<file path="src/rtl/y2i_pkg.sv">
// Shared types and constants for the YUYV 4:2:2 to planar 4:2:0 converter.
// Used by every module in rtl/; depends on nothing.
`default_nettype none

package y2i_pkg;

  localparam int LINE_PAIRS_W = 11;
  localparam int FRAME_ROWS_W = 12;
  localparam int CFG_DATA_W   = 12;
  localparam int CFG_INDEX_W  = 1;
  localparam int OFF_W        = 22;
  localparam int PLANE_W      = 2;
  localparam int BYTE_W       = 8;
  localparam int QUEUE_DEPTH  = 4;

  localparam int MAX_LINE_PAIRS_DEF = 1024;
  localparam int MAX_ROWS_DEF       = 2048;

  localparam logic [LINE_PAIRS_W-1:0] LINE_PAIRS_RST = LINE_PAIRS_W'(320);
  localparam logic [FRAME_ROWS_W-1:0] FRAME_ROWS_RST = FRAME_ROWS_W'(480);

  typedef enum logic [CFG_INDEX_W-1:0] {
    REG_LINE_PAIRS = 1'b0,
    REG_FRAME_ROWS = 1'b1
  } reg_index_t;

  typedef enum logic [PLANE_W-1:0] {
    PLANE_Y = 2'd0,
    PLANE_U = 2'd1,
    PLANE_V = 2'd2
  } plane_t;

  // even row: Y0 Y1; odd row: Y0 Y1 U V
  typedef enum logic {
    KIND_EVEN = 1'b0,
    KIND_ODD  = 1'b1
  } kind_t;

  typedef struct packed {
    kind_t             kind;
    logic              done;
    logic [BYTE_W-1:0] y0;
    logic [BYTE_W-1:0] y1;
    logic [BYTE_W-1:0] u;
    logic [BYTE_W-1:0] v;
    logic [BYTE_W-1:0] su;
    logic [BYTE_W-1:0] sv;
    logic [OFF_W-1:0]  yoff;
    logic [OFF_W-1:0]  coff;
  } entry_t;

endpackage

`default_nettype wire

</file>
<file path="src/rtl/y2i_back.sv">
// Back end: steps through the results of the queue head, one per cycle while not
// stalled or empty, chroma averaging and the registered result stage. Depends on y2i_pkg.
`default_nettype none

module y2i_back (
  input  logic                         clk,
  input  logic                         rst,
  input  y2i_pkg::entry_t              head,
  input  logic                         empty,
  output logic                         pop,
  output logic                         res_valid,
  input  logic                         res_stall,
  output logic [y2i_pkg::PLANE_W-1:0]  plane,
  output logic [y2i_pkg::OFF_W-1:0]    offset,
  output logic [y2i_pkg::BYTE_W-1:0]   value,
  output logic                         last_of_run,
  output logic                         frame_done
);

  localparam int OFF_W  = y2i_pkg::OFF_W;
  localparam int BYTE_W = y2i_pkg::BYTE_W;

  logic [1:0]          step;
  logic [1:0]          last_step;
  logic                load;
  logic                is_last;
  logic [BYTE_W:0]     sum_u;
  logic [BYTE_W:0]     sum_v;
  y2i_pkg::plane_t     plane_next;
  logic [OFF_W-1:0]    offset_next;
  logic [BYTE_W-1:0]   value_next;

  assign last_step = (head.kind == y2i_pkg::KIND_ODD) ? 2'd3 : 2'd1;
  assign is_last   = (step == last_step);
  assign load      = !empty && (!res_valid || !res_stall);
  assign pop       = load && is_last;
  assign sum_u     = {1'b0, head.su} + {1'b0, head.u};
  assign sum_v     = {1'b0, head.sv} + {1'b0, head.v};

  always_comb begin
    unique case (step)
      2'd0: begin
        plane_next  = y2i_pkg::PLANE_Y;
        offset_next = head.yoff;
        value_next  = head.y0;
      end
      2'd1: begin
        plane_next  = y2i_pkg::PLANE_Y;
        offset_next = head.yoff + OFF_W'(1);
        value_next  = head.y1;
      end
      2'd2: begin
        plane_next  = y2i_pkg::PLANE_U;
        offset_next = head.coff;
        value_next  = sum_u[BYTE_W:1];
      end
      default: begin
        plane_next  = y2i_pkg::PLANE_V;
        offset_next = head.coff;
        value_next  = sum_v[BYTE_W:1];
      end
    endcase
  end

  always_ff @(posedge clk) begin
    if (rst) begin
      step      <= '0;
      res_valid <= 1'b0;
    end else begin
      if (load) begin
        step      <= is_last ? 2'd0 : step + 2'd1;
        res_valid <= 1'b1;
      end else if (!res_stall) begin
        res_valid <= 1'b0;
      end
    end
  end

  always_ff @(posedge clk) begin
    if (load) begin
      plane       <= plane_next;
      offset      <= offset_next;
      value       <= value_next;
      last_of_run <= is_last;
      frame_done  <= is_last && head.done;
    end
  end

endmodule

`default_nettype wire

</file>
<file path="config.mk">
export PLATFORM = sky130hd
export DESIGN_NAME = y2i_back
export DESIGN_NICKNAME = d
export VERILOG_FILES = /design/src/rtl/y2i_pkg.sv /design/src/rtl/y2i_back.sv
export SDC_FILE = /design/constraint.sdc
export NUM_CORES = 1
export LEC_CHECK = 0
export BUFFER_PORTS_ARGS = -buffer_cell sky130_fd_sc_hd__buf_2
export CORE_UTILIZATION = 40
export DETAILED_ROUTE_END_ITERATION = 12
export PLACE_DENSITY = 0.71
export SYNTH_ARGS = -nofsm -noshare
export SYNTH_HDL_FRONTEND = slang
export SYNTH_SLANG_ARGS = --single-unit
</file>
<file path="constraint.sdc">
create_clock -name clk -period 5.6 [get_ports clk]
set_input_delay 0.56 -clock clk [delete_from_list [all_inputs] [get_ports clk]]
set_output_delay 0.56 -clock clk [all_outputs]
set_load 0.1 [all_outputs]
</file>
# Yosys cells after proc, flatten, opt, wreduce, memory -nomap -nowiden
# Cells that the tools add are included.
# word_totals
register_bits	37
out_inout_bits	36
word_cells	31
# classes
n_addsub	4
eq_ne	4
n_mux	7
reduce_logical	9
# ops
operator	n
$pmux W22 S2	1
$pmux W8 S3	1
$add A22 B1 Y22 const B	1
$add A8 B8 Y9	2
$mux W2	2
$pmux W2 S2	1
$logic_and A1 B1 Y1	3
$logic_not A1 Y1	3
$add A2 B1 Y2 const B	1
$eq A2 B1 Y1 const B	1
$eq A2 B2 Y1	1
$eq A2 B2 Y1 const B	1
$logic_not A2 Y1	1
$mux W1	2
$ne A2 B1 Y1 const B	1
$reduce_or A2 Y1	1
$logic_or A1 B1 Y1	1

# Longest topological paths before layout
# Gate-level depths: netlist of the first run.
# depth
ltp_word	4
ltp_mapped	7
depth_no_buf	7

# Least setup slack after synthesis of the first run
# No wires, ideal clock.
# synth_path
path_type	register to output
startpoint	register res_valid
endpoint	output port pop
arrival_time_ns	2.192
required_time_ns	5.040
slack_ns	2.848
stages_incl_launch_ff	4
n_path_buf	0
cell_sequence	dfxtp_1 -> nand2_1 -> nand2b_1 -> nor2_1
# synth_via
elab_chain_cells	4
# synth_rtl
item	line_no	source
start, declared	y2i_back.sv:11	output logic res_valid,
start signal, assigned	y2i_back.sv:68	res_valid <= 1'b0;
start signal, assigned	y2i_back.sv:72	res_valid <= 1'b1;
start signal, assigned	y2i_back.sv:74	res_valid <= 1'b0;
$logic_not A1 Y1	y2i_back.sv:35	assign load = !empty && (!res_valid || !res_stall);
$logic_or A1 B1 Y1	y2i_back.sv:35	
$logic_and A1 B1 Y1	y2i_back.sv:35	
$logic_and A1 B1 Y1	y2i_back.sv:36	assign pop = load && is_last;
end, declared	y2i_back.sv:10	output logic pop,
# Every way passes these cells.

# Worst setup path in the final report of the first run
# layout_path
startpoint	input port head[52] (netlist name)
endpoint	register value[7] (netlist name), data pin
# layout_via
elab_chain_cells	2
# layout_rtl
item	line_no	source
start, declared	y2i_back.sv:8	input y2i_pkg::entry_t head,
$add A8 B8 Y9	y2i_back.sv:37	assign sum_u = {1'b0, head.su} + {1'b0, head.u};
$pmux W8 S3	y2i_back.sv:41	unique case (step)
named net value_next[7]	y2i_back.sv:31	logic [BYTE_W-1:0] value_next;
end signal, assigned	y2i_back.sv:83	value <= value_next;
end, declared	y2i_back.sv:15	output logic [y2i_pkg::BYTE_W-1:0] value,
# The timed path passes the listed nets, and every way through them passes these cells.
# A chain may end at the register's enable or synchronous reset.

==> flow_summary.json, run 1 <==
{
  "synth_seq_cells": 37,
  "antenna_found_initial": 0,
  "drc": 0,
  "cellPowerDensity_nw_per_um2": 275,
  "post_dp_cell_area_um2": 3530,
  "maxCapViolations": 0,
  "die_x_um": 85.5,
  "via_per_inst": 5.45,
  "die_area_um2": 7300,
  "core_area_um2": 6760,
  "holdPathEnd": "res_valid$_SDFFE_PP0P_",
  "synth_area_leaders": "edfxtp_1, ha_1, xor2_1, a22oi_1, o21ai_0",
  "area_delta_synth_final_pct": 29.5,
  "ir_drop_uv": 79.9,
  "grt_pass1_wl_um": 11300,
  "hpwl_um": 5470,
  "cts_tree": "yes",
  "post-route-util": 0.534,
  "synthCells": 272,
  "fin_cells": 485,
  "rr_startpoint": "step[0]$_SDFFE_PP0P_",
  "grt_use_total": 0.196,
  "synth.avg_cell_area_um2": 10.2,
  "max_freq_mhz": 427,
  "finalPower_mw": 0.994,
  "die_h_um": 85.5,
  "detail-route-antenna-nets": 0,
  "cp.arrival_ps": 2330,
  "finalMaxSlewViolations": 0,
  "drive_above_1_share": 0.380,
  "clk_latency_ps": 280,
  "worst_pin_slew_ps": 685,
  "num_vias": 2645,
  "cts.root.buffer_cell": "clkbuf_8",
  "gr-total-overflow": 0,
  "cts_hold_buf": 0,
  "path_class": "primary input to flip-flop",
  "worst-r2r-setup-slack_ps": 3320,
  "dp.cells": 477,
  "cts_sinks": 37,
  "ctsResizeCount": 0,
  "core.rowCount": 30,
  "finalSetupTns_ps": 0,
  "post_cts_buffers": 0,
  "synth_nets": 391,
  "leakagePower_nw": 1.60,
  "synth_cell_type_count": 54,
  "hold_path_depth": 2,
  "fillCellCount": 643,
  "finClkSkew_ps": 9.31,
  "gp_congestion": 0.884,
  "hold_violations": 0,
  "maxSlewHeadroom": 0.543,
  "worstHoldStart": "empty",
  "finalCritPeriodShare": 0.418,
  "dr.pass1.iters": 4,
  "io_buffers": 133,
  "postLayoutCellArea_um2": 3610,
  "clock_path_buffers": 2,
  "rsz0062_at_grt": "no",
  "antenna_cells": 0,
  "cp-end-kind": "flip-flop",
  "post_drt_wl_per_cell_um": 14.5,
  "crit_path_start_kind": "primary input",
  "worst_ep_required_time_ps": 5590,
  "synth_top_area_frac": 0.366,
  "synth.yosys.seq_area_share": 0.388,
  "min_path_type": "primary input to flip-flop",
  "critPathMaxFanout": 3,
  "h-tree-depth": 2,
  "synth_area_leader_cell": "edfxtp_1",
  "nNetsFinal": 523,
  "finalSetupViolations": 0,
  "wl_um": 7030,
  "drt_iter0_markers": 93,
  "path_clk_slew_ps": 70,
  "ios": 134,
  "syn_area_um2": 2790,
  "fin_crit_ps": 2340,
  "outcome": "complete, no violations",
  "cts_made_buffers": 5,
  "r2r_cells": 6,
  "yosysWarningCount": 0,
  "start_util": 0.412,
  "grt_start_max_net_pins": 24,
  "rr_endpoint": "value[4]$_DFFE_PP_",
  "grt_pass1_vias": 2501
}
-- routing by layer --
metal	share of wire	vias to the layer above	track usage
met5	0	-	0
met3	0.072	7	0.0399
met1	0.43	1204	0.233
li1	-	1320	-
met4	0.0091	0	0.0545
met2	0.49	114	0.356
-- flip-flops by register name, summed over array words and instances, names as in the netlist --
signal / count
res_valid: 1
last_of_run: 1
plane: 2
step: 2
frame_done: 1
offset: 22
value: 8
-- synth_stat cells (all sizes together) --
library cell and number:
nand4b 1, mux2 1, a21boi 1, and3 6, ha 19, o31ai 2
a41oi 2, a22o 3, a311oi 1, a22oi 19, mux2i 2, xnor2 10
and2 3, nand2 19, nand2b 1, and4 2, nor2 11, a222oi 3
buf 3, edfxtp 34, nand3 12, a32oi 3, a21o 8, xor2 18
o22ai 1, o21a 2, a21oi 9, a31oi 1, o21ai 25, dfxtp 3
o2111ai 1, nor4b 1, a221o 3, nor4 1, inv 11, or4b 1
a211oi 3, fa 2, o21ba 1, a311o 1, nand4 6, o31a 1
clkbuf 8, nor3 4, a221oi 3
-- how the worst max path moves through the flow --
stage,startpoint,to,slack (ps),cells after the start
final,head[52],value[7]$_DFFE_PP_,3260,8
after detailed placement,head[52],value[7]$_DFFE_PP_,2990,8
after CTS,head[52],value[7]$_DFFE_PP_,3280,8
after global routing,step[0]$_SDFFE_PP0P_,value[4]$_DFFE_PP_,3160,6
after floorplan,res_valid$_SDFFE_PP0P_,pop,2850,3
after global placement,head[52],value[7]$_DFFE_PP_,3040,8
-- power by group --
part           leakage [nW]  switching (mW)  internal (mW)
Sequential            0.357         0.00799          0.344
Combinational          1.20           0.342          0.120
Clock                0.0430          0.0965         0.0840
-- through the flow --
step	hold WS, ps	setup WS (ps)
6_report	457	3260
5_1_grt	445	3160
4_1_cts	443	3280
3_5_place_dp	472	2990
3_3_place_gp	460	3040
2_1_floorplan	482	2850
-- cells by family (layout without fill, tap and decap cells) --
logic type,Yosys count,in the layout,synth area share
AO/OA/AOI/OAI,93,93,0.239
flip-flops,37,37,0.388
XOR/XNOR,28,28,0.0880
adder cells (fa/ha/maj),21,21,0.0997
AND/OR/NAND/NOR,68,68,0.141
multiplexers,3,3,0.0126
buffers and inverters,22,155,0.0314
-- placed cells by master, fill, tap and decap left out, drive strengths merged, types with 4 or more instances in the layout --
| cell | n |
|---|---|
| ha | 19 |
| xor2 | 18 |
| inv | 11 |
| nor2 | 11 |
| nand4 | 6 |
| clkbuf | 5 |
| and3 | 6 |
| nand3 | 12 |
| xnor2 | 10 |
| nor3 | 4 |
| a21oi | 9 |
| o21ai | 25 |
| nand2 | 19 |
| edfxtp | 34 |
| buf | 136 |
| a21o | 8 |
| a22oi | 19 |
-- cell type report --
cell class / count / area, um^2 / area share
repair buffers: 136 / 688 / 0.191
clock inverters: 3 / 12.5 / 0.00347
flip-flops and latches: 37 / 1080 / 0.299
multi-input cells: 213 / 1620 / 0.448
well taps: 80 / 100 / 0.0277
clock buffers: 5 / 68.8 / 0.0191
inverters: 11 / 41.3 / 0.0114
-- critical path: stages --
cell and delay (ps):
buf_2 110, and2_1 160, fa_1 400, a21o_1 190, a311o_1 400, o21ba_2 220, o31ai_2 200, a32oi_1 90
Note: power is estimated with default switching activity, not from simulation.
==> inputs of run 2 (changes only) <==
Settings changed: ABC_AREA set to 1, PLACE_DENSITY 0.71 to 0.72.
Clock period 5.6 ns to 1.9 ns, I/O delays scaled along.
==> flow_summary.json, run 2 <==
{
  "synth_cell_type_count": 39,
  "core.rowCount": 31,
  "leakagePower_nw": 1.97,
  "ctsResizeCount": 0,
  "die_x_um": 89.3,
  "async_reset_ff_frac": 0,
  "dp_slack_ps": 119,
  "reg.largest.list": "offset (22), value (8)",
  "path_class": "flip-flop to output pin",
  "regMostFlops": "offset",
  "final_cell_mix": "buf_2, nand2_1, inv_1",
  "outcome": "complete, no violations",
  "ys_top_cells_by_count": "nand2_1, inv_1, nand3_1",
  "ios": 134,
  "num_vias": 3249,
  "ys.flop_type": "edfxtp_1",
  "gp_congestion": 0.872,
  "maxSlewHeadroom": 0.665,
  "finClkSkew_ps": 6.68,
  "hold_violations": 0,
  "core_area_um2": 7290,
  "via_per_inst": 5.01,
  "use_met3": 0.0416,
  "grt_pass1_wl_um": 12600,
  "critPathMaxFanout": 4,
  "synth_top_family_by_area": "simple AND/OR/NAND/NOR gates",
  "finalCritPeriodShare": 0.897,
  "crit_slowest_cell": "buf_2",
  "synth_xor_area_frac": 0.00862,
  "finalSetupTns_ps": 0,
  "ir_drop_uv": 332,
  "io_buffers": 133,
  "area_delta_synth_final_pct": 29.2,
  "cellPowerDensity_nw_per_um2": 736,
  "cts_tree": "yes",
  "worst_ep_required_time_ps": 1710,
  "min_path_type": "primary input to flip-flop",
  "path_clk_slew_ps": 70,
  "antenna_cells": 0,
  "dr.pass1.iters": 5,
  "hpwl_um": 6720,
  "finalSetupViolations": 0,
  "grt_pass1_vias": 2885,
  "drt_iter0_markers": 137,
  "synth_area_leaders": "edfxtp_1, nand2_1, ha_1, nand3_1, inv_1",
  "yosysMostFrequentCell": "nand2_1",
  "fin_ws_ps": 195,
  "die_h_um": 89.3,
  "yosysWarningCount": 0,
  "synthSimpleGateAreaFrac": 0.330,
  "post_drt_wl_per_cell_um": 12.6,
  "synth-edff-count": 34,
  "max_freq_mhz": 586,
  "crit_buf_inv": 2,
  "synth_top_area_frac": 0.335,
  "grt_start_max_net_pins": 36,
  "die_area_um2": 7980,
  "wl_um": 8190,
  "critPathTopFamily": "buffers and inverters",
  "synth_nets": 529,
  "gr-usage-met2": 0.375,
  "synth_seq_cells": 37,
  "post_cts_buffers": 0,
  "drive_above_1_share": 0.315,
  "cts.root.buffer_cell": "clkbuf_8",
  "synthMuxAreaShare": 0,
  "clk_latency_ps": 290,
  "gr-usage-met1": 0.244,
  "synth_area_leader_cell": "edfxtp_1",
  "cp_slowest_stage_delay_ps": 430,
  "finalMaxSlewViolations": 0,
  "grt_use_total": 0.206,
  "largest_register_ffs": 22,
  "layout_commonest_cell": "buf_2",
  "nNetsFinal": 667,
  "top_usage_layer": "met2",
  "cts_made_buffers": 5,
  "gr-total-overflow": 0,
  "synth.yosys.seq_area_share": 0.355,
  "crit_path_start_kind": "flip-flop",
  "fin_crit_ps": 1710,
  "maxCapViolations": 0,
  "synthAdderAreaFrac": 0.0911,
  "crit_chain": "inv_1 > nand2_1 > nand3_1 > nor2_2 > buf_2",
  "synth.avg_cell_area_um2": 7.44,
  "syn_area_um2": 3050,
  "cts_hold_buf": 0,
  "drc": 0,
  "synthCells": 410,
  "cp-end-kind": "output pin",
  "antenna_found_initial": 0,
  "h-tree-depth": 2,
  "worst_pin_slew_ps": 506,
  "start_util": 0.418,
  "detail-route-antenna-nets": 0,
  "clock_path_buffers": 2,
  "synth_compound_area_frac": 0.134,
  "rsz0062_at_grt": "no",
  "cp.arrival_ps": 1520,
  "cts_sinks": 37
}
[run 2: changes by cell type in the layout (fill, tap and decap cells not counted), sizes merged, moves of 5 or more]
cell   change
xor2      -15
a21oi      +8
nand2    +106
xnor2     -10
and3       -6
nor3       +5
a21o       -8
o21ai      -7
nor2      +25
buf        +5
inv       +41
nand3     +31
[run 2: worst paths after layout]
kind                                        startpoint                endpoint  slack [ps]  cells past startpoint
worst max-delay path              step[1]$_SDFFE_PP0P_                     pop         190                      5
worst min-delay path                             empty  res_valid$_SDFFE_PP0P_          80                      2
worst max register to register    step[1]$_SDFFE_PP0P_    offset[11]$_DFFE_PP_         260                      7
worst min register to register  res_valid$_SDFFE_PP0P_  res_valid$_SDFFE_PP0P_         470                      2
[run 2: per-layer routing]
layer / share of wire / routed length [um]
met5: 0 / 0
met4: 0.017 / 142
met3: 0.061 / 496
met2: 0.51 / 4150
met1: 0.42 / 3400
[run 2: power by group]
part | switching [mW] | total [mW] | internal (mW)
Sequential | 0.0235 | 1.03 | 1.00
Combinational | 0.987 | 1.31 | 0.324
Clock | 0.267 | 0.563 | 0.296
[run 2: logic make-up (layout without fill, tap and decap cells)]
family,Yosys count,count (layout)
adders and majority gates,21,21
DFF,37,37
AOI/OAI and AO/OA,65,65
buffers and inverters,62,201
xor gates and xnor gates,3,3
and+or+nand+nor,222,222
[run 2: layout make-up]
type / count / area [um^2]
well taps: 99 / 124
flip-flops and latches: 37 / 1080
inverters: 52 / 195
repair buffers: 141 / 726
multi-input cells: 311 / 1720
fillers: 767 / 3350
clock buffers: 8 / 90.1
[run 2: per-stage QoR]
step           cell area (um^2)  hold slack [ps]  utilization  instances  total power, mW
2_1_floorplan              3050              252            -        410             2.04
3_3_place_gp               3850              375        0.528        640             2.33
3_5_place_dp               3850              380        0.528        640             2.35
4_1_cts                    3940             76.0        0.540        648             2.92
5_1_grt                    3940             71.7        0.540        648             3.05
6_report                   3940             81.2        0.540        648             2.90
[run 2: worst register-to-register path, delay by kind of cell (launching register included)]
family / cells / cell delay [ps]
compound gates: 2 / 280
buf+inv: 3 / 520
flops: 1 / 340
simple gates: 1 / 60
fa+ha+maj: 1 / 180
