===== config.mk =====
export PLATFORM = sky130hd
export DESIGN_NAME = y2i_queue
export DESIGN_NICKNAME = d
export VERILOG_FILES = /design/src/rtl/y2i_pkg.sv /design/src/rtl/y2i_queue.sv
export SDC_FILE = /design/constraint.sdc
export NUM_CORES = 1
export LEC_CHECK = 0
export BUFFER_PORTS_ARGS = -buffer_cell sky130_fd_sc_hd__buf_2
export CAP_MARGIN = 40
export CELL_PAD_IN_SITES_DETAIL_PLACEMENT = 0
export CELL_PAD_IN_SITES_GLOBAL_PLACEMENT = 1
export CORE_UTILIZATION = 54
export CTS_CLUSTER_DIAMETER = 40
export CTS_CLUSTER_SIZE = 14
export DETAILED_ROUTE_END_ITERATION = 7
export GPL_TIMING_DRIVEN = 0
export MAX_ROUTING_LAYER = met4
export PLACE_DENSITY_LB_ADDON = 0.1
export SYNTH_ARGS = -nofsm -noshare
export SYNTH_HDL_FRONTEND = slang
export SYNTH_SLANG_ARGS = --single-unit

===== constraint.sdc =====
create_clock -name clk -period 6.5 [get_ports clk]
set_clock_uncertainty 0.15 [all_clocks]
set_input_delay 0.325 -clock clk [delete_from_list [all_inputs] [get_ports clk]]
set_output_delay 0.325 -clock clk [all_outputs]
set_load 0.005 [all_outputs]

===== src/rtl/y2i_pkg.sv =====
// Shared types and constants for the YUYV 4:2:2 to planar 4:2:0 converter.
// Used by every module in rtl/; depends on nothing.
`default_nettype none

package y2i_pkg;

  localparam int LINE_PAIRS_W = 11;
  localparam int FRAME_ROWS_W = 12;
  localparam int CFG_DATA_W   = 12;
  localparam int CFG_INDEX_W  = 1;
  localparam int OFF_W        = 22;
  localparam int PLANE_W      = 2;
  localparam int BYTE_W       = 8;
  localparam int QUEUE_DEPTH  = 4;

  localparam int MAX_LINE_PAIRS_DEF = 1024;
  localparam int MAX_ROWS_DEF       = 2048;

  localparam logic [LINE_PAIRS_W-1:0] LINE_PAIRS_RST = LINE_PAIRS_W'(320);
  localparam logic [FRAME_ROWS_W-1:0] FRAME_ROWS_RST = FRAME_ROWS_W'(480);

  typedef enum logic [CFG_INDEX_W-1:0] {
    REG_LINE_PAIRS = 1'b0,
    REG_FRAME_ROWS = 1'b1
  } reg_index_t;

  typedef enum logic [PLANE_W-1:0] {
    PLANE_Y = 2'd0,
    PLANE_U = 2'd1,
    PLANE_V = 2'd2
  } plane_t;

  // even row: Y0 Y1; odd row: Y0 Y1 U V
  typedef enum logic {
    KIND_EVEN = 1'b0,
    KIND_ODD  = 1'b1
  } kind_t;

  typedef struct packed {
    kind_t             kind;
    logic              done;
    logic [BYTE_W-1:0] y0;
    logic [BYTE_W-1:0] y1;
    logic [BYTE_W-1:0] u;
    logic [BYTE_W-1:0] v;
    logic [BYTE_W-1:0] su;
    logic [BYTE_W-1:0] sv;
    logic [OFF_W-1:0]  yoff;
    logic [OFF_W-1:0]  coff;
  } entry_t;

endpackage

`default_nettype wire


===== src/rtl/y2i_queue.sv =====
// Short FIFO of classified macropixels between front and back ends.
// Depends on y2i_pkg.
`default_nettype none

module y2i_queue (
  input  logic            clk,
  input  logic            rst,
  input  logic            push,
  input  y2i_pkg::entry_t wr_entry,
  output logic            full,
  input  logic            pop,
  output y2i_pkg::entry_t head,
  output logic            empty
);

  localparam int DEPTH = y2i_pkg::QUEUE_DEPTH;
  localparam int PTR_W = $clog2(DEPTH);
  localparam int CNT_W = $clog2(DEPTH + 1);

  y2i_pkg::entry_t slots [DEPTH];
  logic [PTR_W-1:0] wr_ptr;
  logic [PTR_W-1:0] rd_ptr;
  logic [CNT_W-1:0] count;
  logic             do_push;
  logic             do_pop;

  assign full    = (count == CNT_W'(DEPTH));
  assign empty   = (count == '0);
  assign do_push = push && !full;
  assign do_pop  = pop && !empty;
  assign head    = slots[rd_ptr];

  always_ff @(posedge clk) begin
    if (rst) begin
      wr_ptr <= '0;
      rd_ptr <= '0;
      count  <= '0;
    end else begin
      if (do_push) begin
        wr_ptr <= (int'(wr_ptr) == DEPTH - 1) ? '0 : wr_ptr + PTR_W'(1);
      end
      if (do_pop) begin
        rd_ptr <= (int'(rd_ptr) == DEPTH - 1) ? '0 : rd_ptr + PTR_W'(1);
      end
      if (do_push && !do_pop) begin
        count <= count + CNT_W'(1);
      end else if (do_pop && !do_push) begin
        count <= count - CNT_W'(1);
      end
    end
  end

  always_ff @(posedge clk) begin
    if (do_push) begin
      slots[wr_ptr] <= wr_entry;
    end
  end

endmodule

`default_nettype wire


Word level (Yosys, flattened, before mapping)
Memories as Yosys holds them, arrays and structs flattened. A register that Yosys moved wholly into a read port is not among the register bits.
Index checks and enable logic that the tools add are counted.
{ "word_totals": {"output_inout_bits": 96, "ram_bits": 376, "ff_bits": 7, "inputBits": 98, "n_memories": 1} }
{ "mem_list": {"columns": ["name", "depth", "width", "rd", "rd_ports_with_merged_regs", "write_ports", "line_no", "text"], "rows": [
  ["slots", 4, 94, 1, 1, 1, "y2i_queue.sv:20", "y2i_pkg::entry_t slots [DEPTH];"]
]} }
{ "op_classes": {"n_mux": 8, "reduce_logical": 10, "eq_ne": 3, "add_sub_neg": 4} }
{ "op_table": {"columns": ["cell", "n"], "rows": [
  ["2-bit two-way mux", 4],
  ["3-bit two-way mux", 2],
  ["2-bit by 1-bit adder with 2-bit output, second input constant", 2],
  ["2-bit by 1-bit equality test with 1-bit output, second input constant", 2],
  ["1-bit logical AND", 4],
  ["1-bit logical NOT", 4],
  ["3-bit by 1-bit adder with 3-bit output, second input constant", 1],
  ["3-bit equality test, second input constant", 1],
  ["3-bit logical NOT", 1],
  ["3-bit by 1-bit subtractor with 3-bit output, second input constant", 1],
  ["1-bit two-way mux", 2],
  ["2-bit nonzero test", 1]
]} }

Longest topological paths before layout
Gate-level depths: netlist (run 1).
{ "depth": {"ltp_word": 7, "ltp_mapped": 10, "ltp_nobuf": 9} }

Worst setup path after synthesis (run 1)
No wires, ideal clock.
{ "synth_timing": {"path_type": "register to register", "start": "reg count[0]", "end": "mem slots[0][0] (netlist bit) (enable)", "setup_time_ps": 464, "path_stages_with_launch": 4, "path_buffers": 1, "setup_slack_ps": 2982, "arrival_time_ps": 2904, "cell_sequence": "dfxtp_1 > or3b_1 > buf_2 > and3_1"} }
{ "synth_via": {"elab_chain_len": 5} }
{ "synth_lines": {"columns": ["element", "line_no", "text"], "rows": [
  ["start: declaration", "y2i_queue.sv:23", "logic [CNT_W-1:0] count;"],
  ["start signal: assignment", "y2i_queue.sv:46", "count <= count + CNT_W'(1);"],
  ["start signal: assignment", "y2i_queue.sv:48", "count <= count - CNT_W'(1);"],
  ["3-bit equality test", "y2i_queue.sv:27", "assign full = (count == CNT_W'(DEPTH));"],
  ["1-bit logical NOT", "y2i_queue.sv:29", "assign do_push = push && !full;"],
  ["1-bit logical AND", "y2i_queue.sv:29", null],
  ["1-bit two-way mux", "y2i_queue.sv:54", "if (do_push) begin"],
  ["1-bit two-way mux (implied by the code)", "y2i_queue.sv:55", "slots[wr_ptr] <= wr_entry;"],
  ["end: declaration", "y2i_queue.sv:20", null]
]} }
Every way passes these cells.

==> flow_results.xml, run 1 <==
<?xml version="1.0" encoding="UTF-8"?>
<metrics>
  <group name="placed_design">
    <metric name="place.gp.congestion" unit="">0.675</metric>
    <metric name="dpl_worst_slack" unit="ns">3.95</metric>
    <metric name="number_of_i_o_port_buffers" unit="">192</metric>
    <metric name="placed_cells_incl_taps" unit="">1067</metric>
    <metric name="postPlaceCellArea" unit="mm^2">0.0156</metric>
    <metric name="hpwl" unit="um">14800</metric>
  </group>
  <group name="setup_path">
    <metric name="critical_path_required" unit="ns">6.02</metric>
    <metric name="worst_setup_path_start_kind" unit="">flip-flop</metric>
    <metric name="cp_capture_type" unit="">output port</metric>
    <metric name="path_max_fanout" unit="">10</metric>
    <metric name="timing.critical_path.arrival" unit="ns">2.08</metric>
    <metric name="setup.worst_path.class" unit="">reg2out</metric>
  </group>
  <group name="power_and_ir_drop">
    <metric name="peakVddDrop" unit="V">0.000295</metric>
    <metric name="total_power" unit="mW">6.96</metric>
    <metric name="static-leakage-power" unit="nW">6.25</metric>
    <metric name="power-per-cell-area" unit="mW/mm^2">384</metric>
  </group>
  <group name="layout">
    <metric name="layout.cells.most_common" unit="">sky130_fd_sc_hd__edfxtp_1</metric>
    <metric name="final_layout_size_suffix_gt1_share" unit="%">42.5</metric>
    <metric name="most-common-layout-cells" unit="">376 x sky130_fd_sc_hd__edfxtp_1, 200 x sky130_fd_sc_hd__buf_2, 95 x sky130_fd_sc_hd__dlygate4sd3_1</metric>
    <metric name="final_non_filler_cell_total" unit="">1246</metric>
    <metric name="num_antenna_cells" unit="">0</metric>
    <metric name="design.final.nets" unit="">984</metric>
    <metric name="area_delta_synth_final" unit="%">28.6</metric>
    <metric name="finish.utilization" unit="%">71.4</metric>
    <metric name="final_area" unit="mm^2">0.0181</metric>
    <metric name="count_of_filler_cells_inserted_in_the_layout" unit="">1575</metric>
  </group>
  <group name="clocking">
    <metric name="htreeDepth" unit="">2</metric>
    <metric name="worst_skew_pair.late_latency" unit="ns">0.52</metric>
    <metric name="cts_resized" unit="">0</metric>
    <metric name="cts_num_sinks" unit="">385</metric>
    <metric name="cts_tree" unit="">built</metric>
    <metric name="clockBufferDepth" unit="">3</metric>
    <metric name="worst_setup_hold_path_clk_slew" unit="ns">0.06</metric>
    <metric name="cts.root.buffer_cell" unit="">sky130_fd_sc_hd__clkbuf_16</metric>
    <metric name="cts_buffers" unit="">45</metric>
  </group>
  <group name="global_route">
    <metric name="antenna_found_initial" unit="">0</metric>
    <metric name="largest_net_degree_at_the_start_of_global_routing" unit="">51</metric>
    <metric name="grt_pass1_vias" unit="">7261</metric>
    <metric name="globalRoute.totalOverflow" unit="">0</metric>
    <metric name="first_pass_grt_wire_length" unit="um">39500</metric>
    <metric name="gr-usage-all-layers" unit="%">20.3</metric>
  </group>
  <group name="drt">
    <metric name="drt-wirelength-per-cell" unit="um">20.3</metric>
    <metric name="via_per_inst" unit="">5.35</metric>
    <metric name="m1WireLength" unit="um">10500</metric>
    <metric name="first_iter_violations" unit="">523</metric>
    <metric name="route.final.wire_length" unit="um">25300</metric>
    <metric name="num_vias" unit="">6662</metric>
    <metric name="met2_wl" unit="um">13000</metric>
    <metric name="wl_met3" unit="um">1470</metric>
    <metric name="topRoutingLayerUsed" unit="">met4</metric>
    <metric name="postRouteAntennaNets" unit="">0</metric>
    <metric name="drt_pass1_iterations" unit="">6</metric>
    <metric name="drc_errors" unit="">0</metric>
  </group>
  <group name="timing">
    <metric name="unrepaired_setup_endpoints_after_global_routing" unit="">false</metric>
    <metric name="finalCriticalPeriod" unit="ns">2.56</metric>
    <metric name="worst_slew_pin_tran" unit="ns">0.834</metric>
    <metric name="whs" unit="ns">0.0192</metric>
    <metric name="final_max_slew_viol_count" unit="">0</metric>
    <metric name="slew_headroom" unit="%">44.4</metric>
    <metric name="achievable-frequency" unit="MHz">391</metric>
    <metric name="final_min_period_over_clock_period" unit="%">39.4</metric>
    <metric name="final-hold-violation-count" unit="">0</metric>
    <metric name="worst_setup_margin" unit="ns">3.94</metric>
    <metric name="finalSetupViolCount" unit="">0</metric>
    <metric name="setup_total_negative_slack" unit="ns">0</metric>
  </group>
  <group name="die">
    <metric name="die_h" unit="um">164</metric>
    <metric name="top_level_ports" unit="">194</metric>
    <metric name="core_area" unit="mm^2">0.0254</metric>
    <metric name="floorplan.initialDensity" unit="%">55.5</metric>
    <metric name="placement_rows" unit="">58</metric>
    <metric name="die_area" unit="mm^2">0.0268</metric>
    <metric name="die_width" unit="um">164</metric>
  </group>
  <group name="synth">
    <metric name="ys_seq_area_share" unit="%">81.4</metric>
    <metric name="synth_cell_types" unit="">26</metric>
    <metric name="synth.cell_area" unit="mm^2">0.0141</metric>
    <metric name="synth_warnings" unit="">0</metric>
    <metric name="synth_nets" unit="">646</metric>
    <metric name="synth_area_per_cell" unit="um^2">26.1</metric>
    <metric name="post_synth_inst_count" unit="">541</metric>
    <metric name="ys_seq_elements" unit="">385</metric>
  </group>
  <group name="hold_path">
    <metric name="hold_path_class" unit="">in2reg</metric>
  </group>
  <group name="run">
    <metric name="maxcap_violations" unit="">0</metric>
  </group>
  <group name="outcome">
    <metric name="status" unit="">finished clean</metric>
  </group>
</metrics>
-- routing by layer --
| metal | global-route usage [%] | vias to the layer above |
|---|---|---|
| met3 | 4.49 | 35 |
| met5 | - | - |
| met4 | 5.68 | 0 |
| met1 | 25.9 | 3405 |
| li1 | - | 3032 |
| met2 | 33.2 | 190 |
-- worst paths after layout --
kind,from,to,slack [ns],cells after the start
setup / recovery,flip-flop,head[50],3.94,4
hold / removal,rst,count[1]$_SDFFE_PP0P_,0.02,2
setup reg to reg,count[1]$_SDFFE_PP0P_,count[2]$_SDFFE_PP0P_,3.98,7
hold reg to reg,rd_ptr[0]$_SDFFE_PP0P_,rd_ptr[0]$_SDFFE_PP0P_,0.37,2
-- critical path, cell delays in order, from the launching register on --
cell	delay [ns]
sky130_fd_sc_hd__dfxtp_1	0.36
sky130_fd_sc_hd__buf_2	0.33
sky130_fd_sc_hd__buf_2	0.34
sky130_fd_sc_hd__mux4_2	0.37
sky130_fd_sc_hd__buf_2	0.15
-- repair_timing --
| item | 4_1_cts | 5_1_grt |
|---|---|---|
| endpoints found under the hold margin | 378 | 0 |
| hold buffers | 95 | 0 |
| setup buffers | 0 | 0 |
-- flip-flops by register name (all words and copies together), names as in the netlist, named ones only --
register / count
count: 3
rd_ptr: 2
slots: 376
wr_ptr: 2
-- report_power, final --
| part | switching [mW] | internal, mW | total [mW] | leakage [nW] |
|---|---|---|---|---|
| logic | 0.610 | 0.707 | 1.32 | 1.97 |
| registers | 0.0604 | 3.00 | 3.06 | 3.52 |
| clock network | 0.976 | 1.60 | 2.58 | 0.759 |
-- cells in the mapped netlist (all sizes together) --
cell	count	share of area [%]
a21oi	3	0.11
and3	4	0.18
buf	22	1.6
clkbuf	1	0.027
dfxtp	9	1.3
edfxtp	376	80
fa	1	0.14
ha	6	0.53
inv	5	0.13
mux2i	2	0.14
mux4	94	15
nand2	1	0.027
nand3	2	0.071
nor2	4	0.11
nor3	2	0.071
o21ai	2	0.071
o31ai	2	0.14
or3	2	0.089
or3b	1	0.062
xor2	2	0.12
-- cell families after synthesis --
group / Yosys count / share of synthesized area [%]
AO/OA/AOI/OAI: 7 / 0.319
XOR/XNOR: 2 / 0.124
adder cells (fa/ha/maj): 7 / 0.674
buffers and inverters: 28 / 1.76
flip-flops: 385 / 81.4
multiplexers: 96 / 15.2
AND/OR/NAND/NOR: 16 / 0.603
-- final cells by class --
type	count	area [um^2]	share of cell area [%]
Buffer	23	229	1.26
Multi-Input combinational cell	128	2400	13.2
Clock inverter	30	352	1.94
Inverter	5	18.8	0.104
Timing Repair Buffer	291	2020	11.2
Tap cell	330	413	2.28
Clock buffer	54	1220	6.74
Sequential cell	385	11500	63.3
(Power assumes the default switching activity.)
==> inputs of run 2 (changes only) <==
CORE_UTILIZATION = 45   (was 54)
clock period = 2.1 ns   (was 6.5 ns; I/O delays follow)
==> run 2 against run 1 <==
Against the previous run: worst setup slack worse by 4.1 ns; sequential share of layout area decreased by 2.0 points; die area up 20%; largest cell class unchanged; wire length increased by 11%; count of clock-buffer cells in the layout is 2 lower; first-iteration DRC count fell by 18%; hold slack improved by 0.15 ns; power increased to 3.2 times the previous value; non-clock buffer count increased by 25; the flow now finishes with violations (negative setup slack); utilization decreased by 10 points; clock power grew to 2.9 times the previous value.
==> flow_results.xml, run 2 (synthesis gave the netlist of run 1 again) <==
<?xml version="1.0" encoding="UTF-8"?>
<metrics>
  <group name="outcome">
    <metric name="status" unit="">finished with violations</metric>
    <metric name="violations" unit="">negative setup slack</metric>
  </group>
  <group name="layout">
    <metric name="final_area" unit="mm^2">0.0187</metric>
    <metric name="area_delta_synth_final" unit="%">32.8</metric>
    <metric name="layout.cells.most_common" unit="">sky130_fd_sc_hd__edfxtp_1</metric>
    <metric name="max_flop_register" unit="">slots</metric>
    <metric name="most-common-layout-cells" unit="">376 x sky130_fd_sc_hd__edfxtp_1, 173 x sky130_fd_sc_hd__buf_2, 98 x sky130_fd_sc_hd__dlygate4sd3_1</metric>
    <metric name="final_layout_size_suffix_gt1_share" unit="%">45.7</metric>
    <metric name="largest_register_ffs" unit="">376</metric>
    <metric name="layout_top_registers" unit="">slots (376), count (3)</metric>
    <metric name="final_non_filler_cell_total" unit="">1341</metric>
    <metric name="design.final.nets" unit="">1015</metric>
    <metric name="count_of_filler_cells_inserted_in_the_layout" unit="">2179</metric>
  </group>
  <group name="die">
    <metric name="placement_rows" unit="">64</metric>
    <metric name="core_area" unit="mm^2">0.0307</metric>
    <metric name="die_width" unit="um">179</metric>
    <metric name="die_h" unit="um">179</metric>
    <metric name="floorplan.initialDensity" unit="%">46.0</metric>
    <metric name="die_area" unit="mm^2">0.0320</metric>
    <metric name="top_level_ports" unit="">194</metric>
  </group>
  <group name="global_route">
    <metric name="grt_pass1_vias" unit="">7364</metric>
    <metric name="gr-usage-all-layers" unit="%">17.9</metric>
    <metric name="antenna_found_initial" unit="">2</metric>
    <metric name="first_pass_grt_wire_length" unit="um">41000</metric>
    <metric name="globalRoute.totalOverflow" unit="">0</metric>
    <metric name="largest_net_degree_at_the_start_of_global_routing" unit="">54</metric>
  </group>
  <group name="timing">
    <metric name="final_max_slew_viol_count" unit="">0</metric>
    <metric name="worst_slew_pin_tran" unit="ns">0.761</metric>
    <metric name="whs" unit="ns">0.173</metric>
    <metric name="worst_setup_margin" unit="ns">-0.149</metric>
    <metric name="unrepaired_setup_endpoints_after_global_routing" unit="">true</metric>
    <metric name="finalSetupViolCount" unit="">146</metric>
    <metric name="slew_headroom" unit="%">49.3</metric>
    <metric name="final_min_period_over_clock_period" unit="%">107</metric>
    <metric name="achievable-frequency" unit="MHz">445</metric>
    <metric name="finalCriticalPeriod" unit="ns">2.25</metric>
    <metric name="final-hold-violation-count" unit="">0</metric>
  </group>
  <group name="drt">
    <metric name="via_per_inst" unit="">5.19</metric>
    <metric name="drt_pass1_iterations" unit="">4</metric>
    <metric name="first_iter_violations" unit="">429</metric>
    <metric name="postRouteAntennaNets" unit="">0</metric>
    <metric name="num_vias" unit="">6962</metric>
    <metric name="drt-wirelength-per-cell" unit="um">21.0</metric>
    <metric name="drc_errors" unit="">0</metric>
    <metric name="route.final.wire_length" unit="um">28200</metric>
  </group>
  <group name="setup_path">
    <metric name="setup.worst_path.class" unit="">reg2out</metric>
    <metric name="critical_path_required" unit="ns">1.85</metric>
    <metric name="worst_r2r_path_depth" unit="">8</metric>
    <metric name="path_max_fanout" unit="">10</metric>
    <metric name="timing.critical_path.arrival" unit="ns">1.99</metric>
    <metric name="cp_capture_type" unit="">output port</metric>
    <metric name="reg2reg_start" unit="">count[2]$_SDFFE_PP0P_</metric>
    <metric name="worst_setup_path_start_kind" unit="">flip-flop</metric>
  </group>
  <group name="placed_design">
    <metric name="postPlaceCellArea" unit="mm^2">0.0157</metric>
    <metric name="hpwl" unit="um">15400</metric>
    <metric name="placed_cells_incl_taps" unit="">1133</metric>
    <metric name="number_of_i_o_port_buffers" unit="">192</metric>
    <metric name="place.gp.congestion" unit="">0.694</metric>
    <metric name="dpl_worst_slack" unit="ns">-0.225</metric>
  </group>
  <group name="power_and_ir_drop">
    <metric name="peakVddDrop" unit="V">0.000703</metric>
    <metric name="power-per-cell-area" unit="mW/mm^2">1180</metric>
    <metric name="total_power" unit="mW">22.0</metric>
    <metric name="static-leakage-power" unit="nW">6.47</metric>
  </group>
  <group name="run">
    <metric name="maxcap_violations" unit="">0</metric>
  </group>
  <group name="clocking">
    <metric name="cts_num_sinks" unit="">385</metric>
    <metric name="cts.root.buffer_cell" unit="">sky130_fd_sc_hd__clkbuf_16</metric>
    <metric name="cts_tree" unit="">built</metric>
    <metric name="htreeDepth" unit="">2</metric>
    <metric name="cts_buffers" unit="">45</metric>
    <metric name="worst_skew_pair.late_latency" unit="ns">0.53</metric>
    <metric name="worst_setup_hold_path_clk_slew" unit="ns">0.06</metric>
    <metric name="clockBufferDepth" unit="">3</metric>
  </group>
  <group name="hold_path">
    <metric name="min_delay_path_depth" unit="">2</metric>
    <metric name="worstHoldStart" unit="">wr_entry[62]</metric>
    <metric name="hold_path_class" unit="">in2reg</metric>
  </group>
</metrics>
run 2: changes by cell type in the layout (fill, tap and decap cells not counted), sizes merged, moves of 3 or more:
cell,previous run,this run
dlygate4sd3,95,98
buf,218,236
and3,4,10
bufinv,6,3
run 2: worst paths after layout:
| check | endpoint | slack (ns) |
|---|---|---|
| worst max-delay path | head[40] | -0.15 |
| worst min register to register | wr_ptr[1]$_SDFFE_PP0P_ | 0.39 |
| worst max register to register | count[2]$_SDFFE_PP0P_ | -0.11 |
| worst min-delay path | slots[3][62]$_DFFE_PP_ | 0.17 |
run 2: per-stage QoR:
stage          utilization [%]  setup TNS (ns)
3_5_place_dp              51.2          -33.10
3_3_place_gp              50.8         -456.60
5_1_grt                   61.1          -23.87
4_1_cts                   59.9          -17.80
2_1_floorplan                -         -108.77
6_report                  61.1          -10.82
run 2: power breakdown:
part,internal (mW),switching [mW],total (mW),leakage (nW)
Sequential,9.30,0.193,9.49,3.52
Clock,4.57,3.03,7.60,0.718
Combinational,2.80,2.16,4.95,2.23
run 2: layout make-up:
cell class,instances,area (um^2),share of cell area (%)
clock buffers,52,1210,6.49
inverters,5,21.3,0.114
plain buffers,22,295,1.58
diodes,2,5.00,0.0267
well taps,396,495,2.65
flip-flops and latches,385,11500,61.3
multi-input cells,134,2480,13.3
clock inverters,28,272,1.45
repair buffers,317,2460,13.1
run 2: layer usage:
layer	GRT usage, %	vias up	part of all wire [%]
li1	-	3096	-
met1	22.8	3623	42
met2	29.2	201	50
met3	3.92	42	5.8
met4	4.63	0	1.8
met5	-	-	0
run 2: repair_timing:
| item | in CTS | in global routing |
|---|---|---|
| hold buffers | 98 | 0 |
| hold endpoints to repair | 385 | 0 |
| pin swaps | 3 | 7 |
| cloned | 4 | 7 |
| buffers inserted | 7 | 11 |
| gates resized for setup | 28 | 31 |
| endpoints found under the setup margin | 300 | 299 |
run 2: critical path: stages (launching register included):
cell                      delay, ns
sky130_fd_sc_hd__dfxtp_2       0.34
sky130_fd_sc_hd__buf_12        0.13
sky130_fd_sc_hd__buf_12        0.15
sky130_fd_sc_hd__buf_12        0.16
sky130_fd_sc_hd__mux4_2        0.53
sky130_fd_sc_hd__buf_2         0.15
